## config.mk

```make
export PLATFORM = sky130hd
export DESIGN_NAME = allgather_schedule_generator
export DESIGN_NICKNAME = d
export VERILOG_FILES = /design/src/sv/ags_pkg.sv /design/src/sv/ags_cfg.sv /design/src/sv/ags_init.sv /design/src/sv/allgather_schedule_generator.sv
export VERILOG_INCLUDE_DIRS = /design/src /design/src/sv
export SDC_FILE = /design/constraint.sdc
export NUM_CORES = 1
export LEC_CHECK = 0
export BUFFER_PORTS_ARGS = -buffer_cell sky130_fd_sc_hd__buf_2
export CAP_MARGIN = 5
export CORE_ASPECT_RATIO = 1.2
export CORE_MARGIN = 4
export CORE_UTILIZATION = 30
export DETAILED_ROUTE_END_ITERATION = 6
export SYNTH_ARGS = -nofsm -noshare
export SYNTH_HDL_FRONTEND = slang
export SYNTH_SLANG_ARGS = --single-unit
```

## constraint.sdc

```tcl
create_clock -name aclk -period 20.6 [get_ports aclk]
set_input_delay 1.03 -clock aclk [delete_from_list [all_inputs] [get_ports aclk]]
set_output_delay 1.03 -clock aclk [all_outputs]
set_load 0.005 [all_outputs]
```

## src/sv/allgather_schedule_generator_assert.svh

```systemverilog
// Assertion macros used by the top level of the allgather schedule generator RTL.
`ifndef ALLGATHER_SCHEDULE_GENERATOR_ASSERT_SVH
`define ALLGATHER_SCHEDULE_GENERATOR_ASSERT_SVH
`ifndef SYNTHESIS
`define AGS_ASSERT_IMPLY(label, clk, rstn, ante, cons, msg) \
    label: assert property (@(posedge clk) disable iff (!(rstn)) (ante) |-> (cons)) \
        else $error(msg);
`define AGS_ASSERT_NEXT(label, clk, rstn, ante, cons, msg) \
    label: assert property (@(posedge clk) disable iff (!(rstn)) (ante) |=> (cons)) \
        else $error(msg);
`else
`define AGS_ASSERT_IMPLY(label, clk, rstn, ante, cons, msg)
`define AGS_ASSERT_NEXT(label, clk, rstn, ante, cons, msg)
`endif
`endif

```

## src/sv/ags_pkg.sv

```systemverilog
// Types, widths and helper functions of the allgather schedule generator.
`timescale 1ns / 1ps
package ags_pkg;

    localparam int unsigned FIELD_W = 10;
    localparam int unsigned CNT_W   = 11;
    localparam int unsigned IDX_W   = 11;
    localparam int unsigned BH_W    = 12;
    localparam int unsigned STEP_W  = 4;
    localparam int unsigned CNT_MAX = 2047;
    localparam int unsigned DATA_W  = 32;
    localparam int unsigned ADDR_W  = 3;

    localparam logic REG_MY_RANK    = 1'b0;
    localparam logic REG_PROC_COUNT = 1'b1;

    typedef struct packed {
        logic [FIELD_W-1:0] my_rank;
        logic [CNT_W-1:0]   proc_count;
    } cfg_regs_t;

    typedef struct packed {
        logic              active;
        logic [STEP_W-1:0] step_count;
        logic [STEP_W-1:0] step_total;
        logic [IDX_W-1:0]  inner_index;
        logic [IDX_W-1:0]  distance;
        logic [BH_W-1:0]   blocks_held;
        logic [CNT_W-1:0]  skip_mask;
        logic [IDX_W-1:0]  next_send_block;
        logic [IDX_W-1:0]  next_recv_block;
        logic [IDX_W-1:0]  rank;
        logic [CNT_W-1:0]  count;
    } sched_state_t;

    function automatic logic [IDX_W-1:0] sub_mod(input logic [IDX_W-1:0] a,
                                                 input logic [IDX_W-1:0] b,
                                                 input logic [CNT_W-1:0] p);
        logic [IDX_W:0] r;
        begin
            if (a >= b) begin
                r = {1'b0, a} - {1'b0, b};
            end else begin
                r = {1'b0, a} + {1'b0, p} - {1'b0, b};
            end
            return r[IDX_W-1:0];
        end
    endfunction

endpackage

```

## src/sv/ags_cfg.sv

```systemverilog
// APB-style configuration registers holding rank and process count.
`timescale 1ns / 1ps
module ags_cfg import ags_pkg::*; (
    input  logic              aclk,
    input  logic              aresetn,
    input  logic              psel,
    input  logic              penable,
    input  logic              pwrite,
    input  logic [ADDR_W-1:0] paddr,
    input  logic [DATA_W-1:0] pwdata,
    output logic [DATA_W-1:0] prdata,
    output logic              pready,
    output cfg_regs_t         cfg
);

    logic [FIELD_W-1:0] rank_reg;
    logic [CNT_W-1:0]   count_reg;
    logic               wr_en;

    assign pready = 1'b1;
    assign wr_en  = psel & penable & pwrite & pready;

    always_ff @(posedge aclk) begin
        if (!aresetn) begin
            rank_reg  <= '0;
            count_reg <= CNT_W'(1);
        end else if (wr_en) begin
            case (paddr[2])
                REG_MY_RANK: begin
                    rank_reg <= pwdata[FIELD_W-1:0];
                end
                REG_PROC_COUNT: begin
                    count_reg <= pwdata[CNT_W-1:0];
                end
                default: begin
                    rank_reg <= rank_reg;
                end
            endcase
        end
    end

    always_comb begin
        case (paddr[2])
            REG_MY_RANK:    prdata = {{(DATA_W-FIELD_W){1'b0}}, rank_reg};
            REG_PROC_COUNT: prdata = {{(DATA_W-CNT_W){1'b0}}, count_reg};
            default:        prdata = '0;
        endcase
    end

    assign cfg.my_rank    = rank_reg;
    assign cfg.proc_count = count_reg;

endmodule

```

## src/sv/ags_init.sv

```systemverilog
// Start-of-schedule state derived from the configuration registers.
`timescale 1ns / 1ps
module ags_init import ags_pkg::*; #(
    parameter int unsigned MAX_PROCS     = 1024,
    parameter int unsigned LOG_MAX_PROCS = 10
) (
    input  cfg_regs_t    cfg,
    output sched_state_t init_state
);

    localparam int unsigned CLAMP   = (MAX_PROCS > CNT_MAX) ? CNT_MAX : MAX_PROCS;
    localparam int unsigned LOG_LIM = (LOG_MAX_PROCS > CNT_W) ? CNT_W : LOG_MAX_PROCS;
    localparam logic [CNT_W-1:0]  CLAMP_V = CNT_W'(CLAMP);
    localparam logic [STEP_W-1:0] LOG_V   = STEP_W'(LOG_LIM);

    logic [CNT_W-1:0]  p;
    logic [CNT_W-1:0]  p_m1;
    logic [IDX_W-1:0]  rank;
    logic [STEP_W-1:0] bit_len;
    logic [STEP_W-1:0] steps;
    logic [CNT_W-1:0]  low_bit;
    logic [CNT_W-1:0]  mask;
    logic [IDX_W-1:0]  start_dist;
    logic              act;

    always_comb begin
        if (cfg.proc_count == '0) begin
            p = CNT_W'(1);
        end else if (cfg.proc_count > CLAMP_V) begin
            p = CLAMP_V;
        end else begin
            p = cfg.proc_count;
        end
        p_m1 = p - CNT_W'(1);

        if ({1'b0, cfg.my_rank} < p) begin
            rank = {1'b0, cfg.my_rank};
        end else begin
            rank = p_m1;
        end

        bit_len = '0;
        for (int k = 0; k < CNT_W; k++) begin
            if (p_m1[k]) begin
                bit_len = STEP_W'(k + 1);
            end
        end
        steps = (bit_len > LOG_V) ? LOG_V : bit_len;

        // Odd part of the count, inverted, with bit zero forced, shifted back up.
        low_bit = p & (~p + CNT_W'(1));
        mask    = (~p & ~(low_bit - CNT_W'(1))) | low_bit;

        act        = (steps != '0);
        start_dist = act ? (IDX_W'(1) << (steps - STEP_W'(1))) : '0;
    end

    always_comb begin
        init_state.active          = act;
        init_state.step_count      = '0;
        init_state.step_total      = steps;
        init_state.inner_index     = '0;
        init_state.distance        = start_dist;
        init_state.blocks_held     = BH_W'(1);
        init_state.skip_mask       = mask;
        init_state.next_send_block = act ? rank : '0;
        init_state.next_recv_block = act ? sub_mod(rank, start_dist, p) : '0;
        init_state.rank            = rank;
        init_state.count           = p;
    end

endmodule

```

## src/sv/allgather_schedule_generator.sv

```systemverilog
// Top level of the allgather schedule generator: schedule state, step logic, result register.
`timescale 1ns / 1ps
`include "allgather_schedule_generator_assert.svh"
// Each accepted request yields one transfer descriptor of the logarithmic allgather schedule
// for the rank and process count latched at the last restart. A request is taken every cycle
// and its descriptor appears in the result register on the next cycle; the input side keeps
// accepting while a finished descriptor waits, as long as the result register is emptied. The
// one exception is a step that exchanges no blocks: each such step passes through the skip
// state of the step logic, during which no request is taken. With the default parameters no
// schedule contains such a step. A request after the schedule has ended returns a
// descriptor with valid_res low and all other fields zero.
module allgather_schedule_generator import ags_pkg::*; #(
    parameter int unsigned MAX_PROCS     = 1024,
    parameter int unsigned LOG_MAX_PROCS = 10
) (
    input  logic               aclk,
    input  logic               aresetn,
    input  logic               psel,
    input  logic               penable,
    input  logic               pwrite,
    input  logic [ADDR_W-1:0]  paddr,
    input  logic [DATA_W-1:0]  pwdata,
    output logic [DATA_W-1:0]  prdata,
    output logic               pready,
    input  logic               s_valid,
    output logic               s_ready,
    input  logic               s_restart,
    output logic               m_valid,
    input  logic               m_ready,
    output logic               m_valid_res,
    output logic [STEP_W-1:0]  m_step_index,
    output logic [FIELD_W-1:0] m_send_peer,
    output logic [FIELD_W-1:0] m_recv_peer,
    output logic [FIELD_W-1:0] m_send_block,
    output logic [FIELD_W-1:0] m_recv_block,
    output logic               m_last_in_step,
    output logic               m_last_overall
);

    cfg_regs_t    cfg;
    sched_state_t init_state;
    sched_state_t state_reg, state_next;
    sched_state_t cur;
    logic         skip_reg, skip_next;
    logic         out_free, s_fire, go, emit;
    logic         ig, empty, lis, lov;
    logic [BH_W-1:0]    len;
    logic [IDX_W:0]     peer_sum;
    logic [IDX_W-1:0]   peer_up, peer_dn;
    logic [IDX_W:0]     d2_raw;
    logic [IDX_W-1:0]   d2;

    logic               m_valid_reg, m_valid_next;
    logic               m_valid_res_reg;
    logic [STEP_W-1:0]  m_step_index_reg;
    logic [FIELD_W-1:0] m_send_peer_reg, m_recv_peer_reg;
    logic [FIELD_W-1:0] m_send_block_reg, m_recv_block_reg;
    logic               m_last_in_step_reg, m_last_overall_reg;

    logic               step_in_range, res_none, res_fields_zero, res_last, res_last_ok;

    ags_cfg u_cfg (
        .aclk    (aclk),
        .aresetn (aresetn),
        .psel    (psel),
        .penable (penable),
        .pwrite  (pwrite),
        .paddr   (paddr),
        .pwdata  (pwdata),
        .prdata  (prdata),
        .pready  (pready),
        .cfg     (cfg)
    );

    ags_init #(
        .MAX_PROCS     (MAX_PROCS),
        .LOG_MAX_PROCS (LOG_MAX_PROCS)
    ) u_init (
        .cfg        (cfg),
        .init_state (init_state)
    );

    function automatic sched_state_t reset_state();
        sched_state_t r;
        begin
            r             = '0;
            r.blocks_held = BH_W'(1);
            r.count       = CNT_W'(1);
            return r;
        end
    endfunction

    function automatic sched_state_t finish_step(input sched_state_t s, input logic ign);
        sched_state_t      r;
        logic [STEP_W-1:0] sc;
        begin
            r             = s;
            r.blocks_held = (s.blocks_held << 1) - BH_W'(ign);
            r.distance    = s.distance >> 1;
            sc            = s.step_count + STEP_W'(1);
            r.step_count  = sc;
            if (sc >= s.step_total) begin
                r.active = 1'b0;
            end else begin
                r.inner_index     = '0;
                r.next_send_block = s.rank;
                r.next_recv_block = sub_mod(s.rank, r.distance, s.count);
            end
            return r;
        end
    endfunction

    assign out_free = !m_valid_reg || m_ready;
    assign s_ready  = !skip_reg && out_free;
    assign s_fire   = s_valid && s_ready;
    assign go       = s_fire || (skip_reg && out_free);

    always_comb begin
        cur   = (s_fire && s_restart) ? init_state : state_reg;
        ig    = |(cur.distance & cur.skip_mask);
        len   = (cur.blocks_held > BH_W'(ig)) ? (cur.blocks_held - BH_W'(ig)) : '0;
        empty = cur.active && (len == '0);
        lis   = (({1'b0, cur.inner_index} + BH_W'(1)) >= len);
        lov   = lis && (({1'b0, cur.step_count} + (STEP_W+1)'(1)) >= {1'b0, cur.step_total});

        peer_sum = {1'b0, cur.rank} + {1'b0, cur.distance};
        if (peer_sum >= {1'b0, cur.count}) begin
            peer_sum = peer_sum - {1'b0, cur.count};
        end
        peer_up = peer_sum[IDX_W-1:0];
        peer_dn = sub_mod(cur.rank, cur.distance, cur.count);

        d2_raw = {cur.distance, 1'b0};
        if (d2_raw >= {1'b0, cur.count}) begin
            d2_raw = d2_raw - {1'b0, cur.count};
        end
        d2 = d2_raw[IDX_W-1:0];

        state_next = state_reg;
        skip_next  = skip_reg;
        emit       = 1'b0;
        if (go) begin
            if (empty) begin
                state_next = finish_step(cur, ig);
                skip_next  = 1'b1;
            end else begin
                skip_next = 1'b0;
                emit      = 1'b1;
                if (!cur.active) begin
                    state_next = cur;
                end else if (lis) begin
                    state_next = finish_step(cur, ig);
                end else begin
                    state_next                 = cur;
                    state_next.inner_index     = cur.inner_index + IDX_W'(1);
                    state_next.next_send_block = sub_mod(cur.next_send_block, d2, cur.count);
                    state_next.next_recv_block = sub_mod(cur.next_recv_block, d2, cur.count);
                end
            end
        end
    end

    always_ff @(posedge aclk) begin
        if (!aresetn) begin
            state_reg <= reset_state();
            skip_reg  <= 1'b0;
        end else begin
            state_reg <= state_next;
            skip_reg  <= skip_next;
        end
    end

    assign m_valid_next = emit ? 1'b1 : (m_ready ? 1'b0 : m_valid_reg);

    always_ff @(posedge aclk) begin
        if (!aresetn) begin
            m_valid_reg <= 1'b0;
        end else begin
            m_valid_reg <= m_valid_next;
        end
    end

    always_ff @(posedge aclk) begin
        if (emit) begin
            m_valid_res_reg    <= cur.active;
            m_step_index_reg   <= cur.active ? cur.step_count : '0;
            m_send_peer_reg    <= cur.active ? peer_up[FIELD_W-1:0] : '0;
            m_recv_peer_reg    <= cur.active ? peer_dn[FIELD_W-1:0] : '0;
            m_send_block_reg   <= cur.active ? cur.next_send_block[FIELD_W-1:0] : '0;
            m_recv_block_reg   <= cur.active ? cur.next_recv_block[FIELD_W-1:0] : '0;
            m_last_in_step_reg <= cur.active && lis;
            m_last_overall_reg <= cur.active && lov;
        end
    end

    assign m_valid        = m_valid_reg;
    assign m_valid_res    = m_valid_res_reg;
    assign m_step_index   = m_step_index_reg;
    assign m_send_peer    = m_send_peer_reg;
    assign m_recv_peer    = m_recv_peer_reg;
    assign m_send_block   = m_send_block_reg;
    assign m_recv_block   = m_recv_block_reg;
    assign m_last_in_step = m_last_in_step_reg;
    assign m_last_overall = m_last_overall_reg;

    assign step_in_range   = state_reg.step_count < state_reg.step_total;
    assign res_none        = m_valid_reg && !m_valid_res_reg;
    assign res_fields_zero = (m_step_index_reg == '0) && (m_send_peer_reg == '0)
                             && (m_recv_peer_reg == '0) && (m_send_block_reg == '0)
                             && (m_recv_block_reg == '0) && !m_last_in_step_reg
                             && !m_last_overall_reg;
    assign res_last        = m_valid_reg && m_last_overall_reg;
    assign res_last_ok     = m_last_in_step_reg && m_valid_res_reg;

    `AGS_ASSERT_IMPLY(a_active_in_range, aclk, aresetn, state_reg.active, step_in_range, "step overrun")
    `AGS_ASSERT_IMPLY(a_empty_result_zero, aclk, aresetn, res_none, res_fields_zero, "fields not zero")
    `AGS_ASSERT_IMPLY(a_last_overall_ends_step, aclk, aresetn, res_last, res_last_ok, "bad last flag")
    `AGS_ASSERT_NEXT(a_emit_loads_result, aclk, aresetn, emit, m_valid_reg, "result not loaded")

endmodule
```

Yosys cells after proc, flatten, opt, wreduce, memory -nomap -nowiden
Index checks and enable logic that the tools add are counted.
{"block": "word_totals", "regBits": 168, "latchBits": 0, "ramBits": 0, "mem_bits_ro": 0, "in_bits": 43, "output_inout_bits": 82, "n_memories": 0}
{"block": "classes", "add_sub_neg": 27, "n_mul": 0, "div": 0, "n_lt_le_gt_ge": 14, "eq_ne": 0, "shifts": 1, "n_mux": 40, "bitwise_logic": 9, "reduce_logical": 19}
{"cell": "$mux 98", "n": 4}
{"cell": "$mux 11", "n": 12}
{"cell": "$sub 11x11->11", "n": 7}
{"cell": "$pmux 32 s2", "n": 1}
{"cell": "$add 11x11->11", "n": 4}
{"cell": "$ge 11x11->1", "n": 4}
{"cell": "$and 11x11->11", "n": 3}
{"cell": "$sub 10x10->10", "n": 3}
{"cell": "$ge 12x11->1", "n": 2}
{"cell": "$sub 12x1->12", "n": 2}
{"cell": "$add 11x1->11 const B", "n": 2}
{"cell": "$mux 22", "n": 1}
{"cell": "$not 11->11", "n": 2}
{"cell": "$sub 11x1->11 const B", "n": 2}
{"cell": "$sub 11x10->11", "n": 2}
{"cell": "$mux 10", "n": 2}
{"cell": "$mux 4", "n": 5}
{"cell": "$add 11x1->12 const B", "n": 1}
{"cell": "$add 11x11->12", "n": 1}
{"cell": "$ge 12x12->1", "n": 1}
{"cell": "$gt 12x1->1", "n": 1}
{"cell": "$logic_not 12->1", "n": 1}
{"cell": "$mux 12", "n": 1}
{"cell": "$mux 3", "n": 4}
{"cell": "23 further kinds", "n": 42}

Logic depth before layout (Yosys ltp)
{"block": "logic_depth", "depth_word": 33, "mapped_depth": 42, "ltp_nobuf": 37}

Hierarchy
A second synthesis with hierarchy kept.
{"block": "unflattened", "cells_unflattened": 2409, "area_unflattened_um2": 18845.6}
{"module": "allgather_schedule_generator", "n_inst": 1, "cells_each": 1876, "area_per_inst_um2": 14918.1, "seq_area_each_um2": 3413.3}
{"module": "ags_init", "n_inst": 1, "cells_each": 414, "area_per_inst_um2": 2781.4, "seq_area_each_um2": 0.0}
{"module": "ags_cfg", "n_inst": 1, "cells_each": 119, "area_per_inst_um2": 1146.1, "seq_area_each_um2": 420.4}

Worst setup path before layout
OpenSTA, ideal clock, no wires.
{"block": "synth_timing", "path_type": "reg2reg", "startpoint": "register u_cfg.count_reg[5]", "endpoint": "register state_reg[42] in the netlist's numbering", "arrival_time_ns": 9.108, "t_required_ns": 20.472, "setup_slack_ns": 11.364, "path_stages_with_launch": 37, "n_path_buf": 4, "path_cell_list": "dfxtp_1 buf_6 or4_4 buf_6 o32ai_1 inv_1 ha_1 clkbuf_1 xor2_1 a2111oi_2 nor2b_1 o31a_1 buf_4 nor3b_1 inv_1 o21ai_0 ha_1 nor2b_1 o31a_1 o41ai_1 o21ai_0 o21ai_0 nand2_1 o21ai_0 fa_1 ha_1 a21o_1 a21oi_1 o21ai_0 o41a_1 a21o_1 a21oi_1 xnor2_1 a21oi_1 o22ai_1 a221oi_1 nor2_1"}
{"block": "synth_between", "elab_chain_len": 29, "elab_cells_between_ends": 54}
{"element": "start: declaration", "line": "ags_cfg.sv:17", "source": "logic [CNT_W-1:0] count_reg;"}
{"element": "start signal: assignment", "line": "ags_cfg.sv:33", "source": "count_reg <= pwdata[CNT_W-1:0];"}
{"element": "$gt 11x11->1", "line": "ags_init.sv:29", "source": "end else if (cfg.proc_count > CLAMP_V) begin"}
{"element": "$mux 11", "line": "ags_init.sv:29"}
{"element": "$mux 11 *", "line": "ags_init.sv:27", "source": "if (cfg.proc_count == '0) begin"}
{"element": "$sub 11x1->11", "line": "ags_init.sv:34", "source": "p_m1 = p - CNT_W'(1);"}
{"element": "$mux 1", "line": "ags_init.sv:44", "source": "if (p_m1[k]) begin"}
{"element": "$mux 2 (2 in series)", "line": "ags_init.sv:44"}
{"element": "$mux 3 (4 in series)", "line": "ags_init.sv:44"}
{"element": "$mux 4 (4 in series)", "line": "ags_init.sv:44"}
{"element": "(+6 left out)"}
{"element": "$and 11x11->11", "line": "allgather_schedule_generator.sv:120", "source": "ig = |(cur.distance & cur.skip_mask);"}
{"element": "$reduce_or 11->1", "line": "allgather_schedule_generator.sv:120"}
{"element": "$sub 12x1->12 or $gt 12x1->1 (tied branches)", "line": "allgather_schedule_generator.sv:121", "source": "len = (cur.blocks_held > BH_W'(ig)) ? (cur.blocks_held - BH_W'(ig)) : '0;"}
{"element": "$mux 12", "line": "allgather_schedule_generator.sv:121"}
{"element": "$ge 12x12->1", "line": "allgather_schedule_generator.sv:123", "source": "lis = (({1'b0, cur.inner_index} + BH_W'(1)) >= len);"}
{"element": "$mux 98", "line": "allgather_schedule_generator.sv:151", "source": "end else if (lis) begin"}
{"element": "$mux 98", "line": "allgather_schedule_generator.sv:149", "source": "if (!cur.active) begin"}
{"element": "$mux 98 *", "line": "allgather_schedule_generator.sv:143", "source": "if (empty) begin"}
{"element": "end signal: assignment", "line": "allgather_schedule_generator.sv:165", "source": "state_reg <= reset_state();"}
{"element": "end signal: assignment", "line": "allgather_schedule_generator.sv:168", "source": "state_reg <= state_next;"}
{"element": "end: declaration", "line": "allgather_schedule_generator.sv:42", "source": "sched_state_t state_reg, state_next;"}
Mark *: on every way between the ends. The rest lies on a longest branch, timed or not.
A chain may end at the register's enable or synchronous reset.

==> results.yml <==
status:
  status: "completed"
yosys:
  avgSynthCellArea_sq_um: 7.87
  synth_top_area_share_pct: 14.2
  synth-seq-area-share_pct: 22.5
  synth_top_area_cell: "dfxtp_1"
  netlist_area_sq_um: 17100
  synth_warnings: 0
  netlist_instances: 2169
  synth_cell_type_count: 93
  synth_edf_count: 47
  yosysMostFrequentCell: "nor2_1"
  synthArstFlopShare_pct: 0
  ys_top_cells_by_count: "nor2_1, nand2_1, a21oi_1"
  postSynthRegisterBits: 168
  synthFlopType: "dfxtp_1"
  synthTopCellsByArea: "dfxtp_1, ha_1, edfxtp_1"
power_and_ir_drop:
  power_density_nw_per_um2: 110
  p_int_mw: 1.09
  ir_worst_vdd_uv: 74.6
  p_sw_mw: 0.984
  power_mw: 2.07
  combPwrFrac_pct: 64.9
  p_leak_nw: 8.08
  p_seq_share_pct: 19.1
  switching_share_pct: 47.5
  clkPwrFrac_pct: 16.1
placed_design:
  dp_hpwl_um: 46600
  gp_congestion: 0.969
  port-buffer-count: 79
  dp.cells: 2913
  preCtsSetupSlack_ps: 9970
clock_network:
  clock_latency_ps: 470
  clkSlewWorstSetupHoldPaths_ps: 70
  numClockSinks: 168
  cts-root-buf: "clkbuf_16"
  holdBufCountCts: 0
  clock_path_buffers: 2
  cts.repair.resized: 0
  htree_levels: 4
  postCtsSetupBuffers: 0
  cts_inserted_buffers: 17
  cts_tree: "yes"
setup_path:
  cp_slowest_cell: "or4_4"
  slowest_delay_ps: 690
  crit_path_start_kind: "flip-flop"
  reg2reg_from: "u_cfg.count_reg[4]"
  cp_data_required_time_ps: 21010
  r2r_slack_ps: 9780
  critPathCaptureType: "flip-flop"
  critical_path_class: "flip-flop to flip-flop"
  cp-startpoint: "u_cfg.count_reg[4]"
  reg2reg_depth: 33
  r2r_end: "state_reg[31]"
  path_max_fanout: 18
  cp.arrival_ps: 11230
sta:
  worst_pin_slew_ps: 1240
  fin_crit_ps: 10820
  hold_viol: 0
  fmax_mhz: 92.4
  relSlewSlack_pct: 16.4
  worst_slack_ps: 9780
  worst_clock_skew_ps: 18.2
  rsz0062_at_grt: "false"
  finalCritPeriodShare_pct: 52.5
  fin_hold_ws_ps: 465
  slew_viol_final: 0
  setup_violations: 0
  tns_ps: 0
drt:
  post_drt_wl_per_cell_um: 20.6
  first_pass_iters: 5
  vias_per_cell: 5.60
  wl_um: 60800
  ant_nets: 0
  drtIter0Drc: 1679
  drc: 0
  via_count: 16500
cells_and_area:
  register_area_sq_um: 3830
  fill_cells: 5894
  antenna_cells: 0
  drive_gt1_share_pct: 9.82
  syn_to_final_growth_pct: 10.2
  largest_reg_flops: 98
  fin_nets: 2469
  multiInputGateArea_sq_um: 12200
  layout.cells.non_filler: 2946
hold_path:
  min_path_cells: 2
  min_path_type: "flip-flop to flip-flop"
  min_to: "state_reg[45]"
  holdCritStartpoint: "state_reg[45]"
floorplanning:
  start_util_pct: 30.4
  core_sq_um: 56200
  fp.dieW_um: 226
  rows: 95
  ios: 125
  fp.dieArea_sq_um: 60800
  dieHeight_um: 269
global_routing:
  gr-usage-all-layers_pct: 19.4
  grt_pass1_wl_um: 92500
  grt_pass1_vias: 15900
  grt_max_degree: 73
  grt_overflow_total: 0
  grt_antenna_before_repair: 1
job:
  drv_cap: 0
[stage by stage]
step | util, % | area [sq um]
after global placement | 32.4 | 18200
after detailed placement | 32.4 | 18200
after floorplan | - | 17100
final | 33.5 | 18800
after global routing | 33.5 | 18800
after CTS | 33.4 | 18800
[how the worst max path moves through the flow]
stage	slack, ps	end
6_report	9780	state_reg[31]
4_1_cts	9920	state_reg[32]
3_3_place_gp	10120	state_reg[31]
5_1_grt	9060	state_reg[32]
3_5_place_dp	9970	state_reg[32]
2_1_floorplan	11360	state_reg[42]
[per-layer routing]
layer / up-vias / share of wire [%] / GRT usage, %
met1: 7881 / 40 / 24.0
met4: 0 / 5.4 / 9.87
met3: 158 / 6.2 / 2.45
met5: - / 0 / 0
met2: 627 / 48 / 33.0
li1: 7817 / - / -
[worst max-delay path, delay by kind of cell, from the launching register on]
family,cells,cell delay (ps)
flops,1,510
fa+ha+maj,4,1530
buf+inv,4,690
simple gates,11,3630
compound gates,12,3990
mux,1,250
xor+xnor,1,140
[logic make-up (layout without fill, tap and decap cells)]
family | after synthesis | count (layout) | share of synthesized area, %
XOR/XNOR | 122 | 122 | 6.34
flip-flops | 168 | 168 | 22.5
adder cells (fa/ha/maj) | 220 | 220 | 17.9
buffers and inverters | 265 | 294 | 6.52
other | 2 | 23 | 0.0440
AND/OR/NAND/NOR | 717 | 717 | 19.7
multiplexers | 53 | 53 | 3.30
AO/OA/AOI/OAI | 622 | 622 | 23.8
[layout by cell type, fill, tap and decap left out, types with 14 or more instances in the layout]
master     count
inv_1        140
a21o_1        35
o22ai_1       17
nor3_1        43
buf_2         79
xor2_1        34
xnor2_1       87
nor2b_1       25
dfxtp_1      121
buf_4         39
nand2_1      202
clkbuf_16     19
o21bai_1      20
a22o_1        20
a211oi_1      14
o211ai_1      25
nand3_1       37
conb_1        23
o21ai_0      116
nand4_1       23
nand2b_1      32
nor2_1       244
fa_1          40
mux2i_1       27
mux2_2        26
and2_1        29
edfxtp_1      47
a21oi_1      201
a31oi_1       18
a22oi_1       24
ha_1         180
[final cells by class]
| type | instances | area share (%) |
|---|---|---|
| clock buffers | 20 | 2.60 |
| inverters | 143 | 2.87 |
| multi-input cells | 1757 | 65.0 |
| well taps | 727 | 4.84 |
| repair buffers | 119 | 3.72 |
| flip-flops and latches | 168 | 20.4 |
| clock inverters | 12 | 0.539 |
[power by group through the flow]
| stage | sequential [mW] | combinational [mW] | clock, mW |
|---|---|---|---|
| 2_1_floorplan | 0.397 | 0.986 | 0 |
| 3_3_place_gp | 0.402 | 1.31 | 0 |
| 3_5_place_dp | 0.402 | 1.32 | 0 |
| 4_1_cts | 0.395 | 1.33 | 0.337 |
| 5_1_grt | 0.398 | 1.48 | 0.349 |
| 6_report | 0.395 | 1.34 | 0.333 |
Note: power is estimated with default switching activity, not from simulation.
